## config.mk

```make
export PLATFORM = sky130hd
export DESIGN_NAME = gfba_ctrl
export DESIGN_NICKNAME = d
export VERILOG_FILES = /design/src/hdl/gfba_pkg.sv /design/src/hdl/gfba_ctrl.sv
export SDC_FILE = /design/constraint.sdc
export NUM_CORES = 1
export LEC_CHECK = 0
export ABC_AREA = 1
export BUFFER_PORTS_ARGS = -buffer_cell sky130_fd_sc_hd__clkbuf_2
export CAP_MARGIN = 5
export CORE_MARGIN = 3
export CORE_UTILIZATION = 25
export CTS_CLUSTER_DIAMETER = 80
export DETAILED_ROUTE_END_ITERATION = 12
export GPL_TIMING_DRIVEN = 0
export PLACE_DENSITY = 0.46
export REMOVE_ABC_BUFFERS = 1
export SETUP_SLACK_MARGIN = 0.5
export SYNTH_ARGS = -nofsm -noshare
export SYNTH_HDL_FRONTEND = slang
export SYNTH_SLANG_ARGS = --single-unit
```

## constraint.sdc

```tcl
create_clock -name i_clk -period 1.9 [get_ports i_clk]
set_input_delay 0.19 -clock i_clk [delete_from_list [all_inputs] [get_ports i_clk]]
set_output_delay 0.19 -clock i_clk [all_outputs]
set_load 0.05 [all_outputs]
```

## src/hdl/gfba_pkg.sv

```systemverilog
package gfba_pkg;

    localparam int GROUP_LEN  = 16;
    localparam int NUM_BLOCKS = 256;
    localparam int ID_W       = 8;
    localparam int STORE_ROWS = (NUM_BLOCKS < 256) ? NUM_BLOCKS : 256;

    localparam int ROW_W   = (STORE_ROWS > 1) ? $clog2(STORE_ROWS) : 1;
    localparam int IDX_W   = $clog2(GROUP_LEN);
    localparam int COUNT_W = $clog2(GROUP_LEN + 1);
    localparam int ADDR_W  = ROW_W + IDX_W;

    localparam logic REQ_ALLOC = 1'b0;
    localparam logic REQ_FREE  = 1'b1;

    typedef enum logic [1:0] {
        ST_OK     = 2'd0,
        ST_NOFREE = 2'd1,
        ST_RANGE  = 2'd2
    } t_status;

    typedef struct packed {
        logic            req_type;
        logic [ID_W-1:0] block_id;
    } t_in_item;

    typedef struct packed {
        t_status         status;
        logic [ID_W-1:0] granted_id;
    } t_out_item;

    // Datapath condition flags seen by the controller.
    typedef struct packed {
        logic full;
        logic one;
        logic top_zero;
        logic id_ok;
        logic top_ok;
        logic sweep_last;
    } t_dp_stat;

    // Controller commands to the datapath.
    typedef struct packed {
        logic    push;
        logic    pop;
        logic    spill_start;
        logic    fill_start;
        logic    spill_step;
        logic    fill_step;
        logic    spill_end;
        logic    load_out;
        t_status res_status;
        logic    res_grant;
    } t_dp_cmd;

endpackage

```

## src/hdl/gfba_ctrl.sv

```systemverilog
module gfba_ctrl (
    input  logic               i_clk,
    input  logic               i_rst_n,
    input  logic               i_in_valid,
    input  logic               i_req_type,
    input  logic               i_out_ready,
    input  gfba_pkg::t_dp_stat i_stat,
    output logic               o_in_ready,
    output logic               o_out_valid,
    output gfba_pkg::t_dp_cmd  o_cmd
);
    import gfba_pkg::*;

    typedef enum logic [3:0] {
        S_IDLE  = 4'b0001,
        S_SPILL = 4'b0010,
        S_FILL  = 4'b0100,
        S_DRAIN = 4'b1000
    } t_state;

    t_state r_state, n_state;
    logic   r_out_valid, n_out_valid;
    logic   accept;

    assign o_in_ready  = (r_state == S_IDLE) && (!r_out_valid || i_out_ready);
    assign accept      = i_in_valid && o_in_ready;
    assign o_out_valid = r_out_valid;

    always_comb begin
        o_cmd            = '0;
        o_cmd.res_status = ST_OK;
        n_state          = r_state;
        n_out_valid      = r_out_valid && !i_out_ready;
        unique case (r_state)
            S_IDLE: begin
                if (accept) begin
                    o_cmd.load_out = 1'b1;
                    n_out_valid    = 1'b1;
                    if (i_req_type == REQ_FREE) begin
                        if (!i_stat.id_ok) begin
                            o_cmd.res_status = ST_RANGE;
                        end else if (i_stat.full) begin
                            o_cmd.spill_start = 1'b1;
                            n_state           = S_SPILL;
                        end else begin
                            o_cmd.push = 1'b1;
                        end
                    end else begin
                        if (i_stat.top_zero) begin
                            o_cmd.res_status = ST_NOFREE;
                        end else if (i_stat.one) begin
                            if (!i_stat.top_ok) begin
                                o_cmd.res_status = ST_RANGE;
                            end else begin
                                o_cmd.res_grant  = 1'b1;
                                o_cmd.fill_start = 1'b1;
                                n_state          = S_FILL;
                            end
                        end else begin
                            o_cmd.res_grant = 1'b1;
                            o_cmd.pop       = 1'b1;
                        end
                    end
                end
            end
            S_SPILL: begin
                o_cmd.spill_step = 1'b1;
                if (i_stat.sweep_last) begin
                    o_cmd.spill_end = 1'b1;
                    n_state         = S_IDLE;
                end
            end
            S_FILL: begin
                o_cmd.fill_step = 1'b1;
                if (i_stat.sweep_last) begin
                    n_state = S_DRAIN;
                end
            end
            S_DRAIN: begin
                // The last word read from the group store lands in the stack here.
                n_state = S_IDLE;
            end
            default: begin
                n_state = S_IDLE;
            end
        endcase
    end

    always_ff @(posedge i_clk) begin
        if (!i_rst_n) begin
            r_state     <= S_IDLE;
            r_out_valid <= 1'b0;
        end else begin
            r_state     <= n_state;
            r_out_valid <= n_out_valid;
        end
    end

endmodule

```

==> out/summary.log <==
qor: timing.setup_viol_count_final 0
qor: clocking.worst_skew_pair.late_latency 0.24 ns
qor: clocking.post_cts_hold_buffer_count 0
qor: floorplanning.area_of_the_core 1840 µm²
qor: power.p_switching 0.723 mW
qor: global_route.vias_in_the_first_global_route 683
qor: clocking.tritoncts done
qor: worst_setup_path.worst_reg_to_reg_cells 9
qor: timing.timing.fmax 609 MHz
qor: floorplanning.die-area 2640 µm²
qor: power.power 1.49 mW
qor: worst_setup_path.worstReg2RegEnd r_state[2]
qor: timing.worst_slew_margin_rel 0.814
qor: worst_setup_path.setup.worst_path.class reg -> out
qor: detailed_routing.drcViolationCount 0
qor: timing.drv_slew 0
qor: final_layout.antenna_cells_inserted 0
qor: placement.io_buffers 23
qor: global_route.grt_antenna_before_repair 0
qor: detailed_routing.drt_wl_total 1560 µm
qor: timing.final.setup_skew 0.00371 ns
qor: timing.finalWorstPathRequiredPeriod 1.64 ns
qor: detailed_routing.num_vias 667
qor: yosys.ys_seq_elements 5
qor: power.cell_internal_pwr 0.768 mW
qor: detailed_routing.avgRoutedWirePerCell 10.2 µm
qor: power.power.share.switching 0.485
qor: global_route.track_usage 0.135
qor: global_route.grt_start_max_net_pins 7
qor: floorplanning.num_rows 15
qor: yosys.yosysWarningCount 0
qor: final_layout.syn_to_final_growth 84.7%
qor: hold_path.hold_depth 3
qor: floorplanning.floorplan.die.width 51.4 µm
qor: yosys.ys_seq_area_frac 0.194
qor: worst_setup_path.largest_fanout_on_the_critical_path 5
qor: timing.finalHoldWorstSlack 0.190 ns
qor: placement.gp_congestion 0.726
qor: hold_path.holdPathEnd r_state[1]
qor: worst_setup_path.critical_path.endpoint_type output port
qor: global_route.grt.overflow.total 0
qor: clocking.cts-buffers-inserted 3
qor: global_route.grt_first_pass_wirelength 2770 µm
qor: yosys.netlist-cell-type-count 23
qor: placement.dpl.hpwl 1140 µm
qor: clocking.cts.path.max_buffers 2
qor: final_layout.drive_above_1_share 0.555
qor: floorplanning.floorplan.die.height 51.4 µm
qor: final_layout.final_core_util 0.518
qor: clocking.path_clk_slew 0.04 ns
qor: hold_path.timing.hold.worst.start i_rst_n
qor: power.power.sequential.fraction 0.130
qor: yosys.avgSynthCellArea 5.79 µm²
qor: timing.final_number_of_hold_violating_endpoints 0
qor: detailed_routing.firstDrtPassIters 4
qor: worst_setup_path.setup.worst_path.start_class flop
qor: power.power-per-cell-area 1570 nW/µm²
qor: hold_path.min-delay-path-class in -> reg
qor: worst_setup_path.crit_arrival 1.45 ns
qor: floorplanning.floorplan.io_pins 24
qor: worst_setup_path.required 1.71 ns
qor: yosys.post_synth_inst_count 89
qor: clocking.numClockSinks 5
qor: clocking.clock_tree_root sky130_fd_sc_hd__clkbuf_4
qor: clocking.htreeDepth 1
qor: detailed_routing.drt_first_iter_violations 12
qor: timing.layout_worst_path_cycle_share 0.864
qor: worst_setup_path.rr_startpoint r_state[0]
qor: power.max-vdd-ir-drop 0.000710 V
qor: timing.tightest_pin_transition 0.280 ns
qor: worst_setup_path.ff2ff_setup_slack 0.58 ns
qor: yosys.post-synth-top-area-fraction 0.194
qor: timing.rsz0062_at_grt yes
qor: detailed_routing.route.detailed.vias_per_inst 4.36
qor: detailed_routing.drt.antenna.violating_nets 0
qor: yosys.netlist_top_cells_area sky130_fd_sc_hd__dfxtp_1 19%, sky130_fd_sc_hd__nand2_1 16%, sky130_fd_sc_hd__nor2_1 12%
qor: yosys.synth.cell_area 515 µm²
qor: floorplanning.start_util 0.280
qor: yosys.yosys.area.top_type sky130_fd_sc_hd__dfxtp_1
qor: power.combinational_cell_fraction_of_total_power 0.789
qor: final_layout.final_nets 140
qor: run_status.run_status complete, no violations
qor: power.power.clock.fraction 0.081
qor: final_layout.fill_cells 215
qor: run.maxCapViolCount 0
qor: power.p_leak 0.495 nW
[placed cells by master, fill, tap and decap left out, types with 2 or more instances in the layout]
| cell | count |
|---|---|
| sky130_fd_sc_hd__buf_6 | 3 |
| sky130_fd_sc_hd__clkbuf_2 | 11 |
| sky130_fd_sc_hd__nor2_2 | 7 |
| sky130_fd_sc_hd__o21ai_1 | 2 |
| sky130_fd_sc_hd__inv_1 | 11 |
| sky130_fd_sc_hd__inv_2 | 5 |
| sky130_fd_sc_hd__buf_4 | 12 |
| sky130_fd_sc_hd__nand2_2 | 3 |
| sky130_fd_sc_hd__nand2_1 | 20 |
| sky130_fd_sc_hd__nor3_2 | 2 |
| sky130_fd_sc_hd__dfxtp_2 | 3 |
| sky130_fd_sc_hd__nand3_1 | 5 |
| sky130_fd_sc_hd__a21oi_1 | 3 |
| sky130_fd_sc_hd__buf_8 | 8 |
| sky130_fd_sc_hd__nor2_1 | 11 |
| sky130_fd_sc_hd__clkbuf_4 | 3 |
| sky130_fd_sc_hd__nor2_4 | 5 |
[cell families after synthesis]
family	Yosys count	share of synthesized area
AND/OR/NAND/NOR	59	0.580
AO/OA/AOI/OAI	7	0.0849
buffers and inverters	18	0.141
flip-flops	5	0.194
[cell usage after synthesis]
master and number:
sky130_fd_sc_hd__a21oi_1 3, sky130_fd_sc_hd__a31oi_1 1, sky130_fd_sc_hd__buf_4 1, sky130_fd_sc_hd__clkinv_2 1, sky130_fd_sc_hd__dfxtp_1 5, sky130_fd_sc_hd__inv_1 14, sky130_fd_sc_hd__inv_2 2, sky130_fd_sc_hd__nand2_1 22
sky130_fd_sc_hd__nand2_2 1, sky130_fd_sc_hd__nand2_4 1, sky130_fd_sc_hd__nand3_1 5, sky130_fd_sc_hd__nand3_2 1, sky130_fd_sc_hd__nand3_4 1, sky130_fd_sc_hd__nand4_1 1, sky130_fd_sc_hd__nor2_1 16, sky130_fd_sc_hd__nor2_2 5
sky130_fd_sc_hd__nor2_4 2, sky130_fd_sc_hd__nor3_1 2, sky130_fd_sc_hd__nor3_2 1, sky130_fd_sc_hd__o21ai_0 1, sky130_fd_sc_hd__o21ai_1 1, sky130_fd_sc_hd__o22ai_2 1, sky130_fd_sc_hd__or2_2 1
[routing by layer]
layer  share of wire  vias up  GRT usage  routed length [µm]
li1                -      352          -                   -
met1            0.43      295      0.164                 679
met2            0.52       20      0.239                 810
met3           0.047        0     0.0408                  74
met4               0        0     0.0131                   0
met5               0        -          0                   0
[flip-flops by register name, indices dropped and copies added (netlist names)]
name	cells
r_state	4
o_out_valid	1
[stage by stage]
step | setup slack [ns] | setup TNS (ns) | instance area [µm²] | cells
finish | 0.258 | 0 | 952 | 153
global route | 0.150 | 0 | 952 | 153
CTS | 0.244 | 0 | 875 | 149
detailed placement | 0.285 | 0 | 654 | 136
global placement | 0.299 | 0 | 654 | 136
floorplan | -0.517 | -1.98 | 508 | 88
[worst max-delay path by stage]
stage,endpoint,start,slack [ns]
global route,o_cmd[2],r_state[0],0.15
floorplan,o_cmd[10],o_out_valid,-0.52
global placement,o_cmd[2],r_state[2],0.30
CTS,o_cmd[0],r_state[0],0.24
detailed placement,o_cmd[2],r_state[2],0.28
finish,o_cmd[2],r_state[0],0.26
[timing repair]
item	4_1_cts	5_1_grt
setup endpoints to repair	12	15
pin swaps	4	5
resized for setup	32	25
setup buffers	9	4
[layout make-up]
type,count,area (µm²),share of cell area
clock buffer,4,26.3,0.0276
inverter,17,68.8,0.0723
multi-input combinational,66,380,0.399
tap,25,31.3,0.0329
timing repair buffer,36,338,0.355
sequential,5,108,0.113
[power by group through the flow]
| stage | clock network [mW] | logic (mW) | registers, mW |
|---|---|---|---|
| finish | 0.120 | 1.18 | 0.194 |
| global route | 0.133 | 1.28 | 0.199 |
| CTS | 0.126 | 1.04 | 0.185 |
| detailed placement | 0 | 0.749 | 0.181 |
| global placement | 0 | 0.748 | 0.181 |
| floorplan | 0 | 0.587 | 0.190 |
[worst max-delay path, cell delays in order, from the launching register on]
cell and delay [ns]:
sky130_fd_sc_hd__dfxtp_2 0.34, sky130_fd_sc_hd__inv_2 0.04, sky130_fd_sc_hd__nor2_2 0.08, sky130_fd_sc_hd__nand2_2 0.09, sky130_fd_sc_hd__nor2_4 0.11, sky130_fd_sc_hd__nand2_4 0.09
sky130_fd_sc_hd__clkinv_4 0.06, sky130_fd_sc_hd__nand3_4 0.09, sky130_fd_sc_hd__o22ai_2 0.14, sky130_fd_sc_hd__buf_8 0.17
Note: power is estimated with default switching activity, not from simulation.
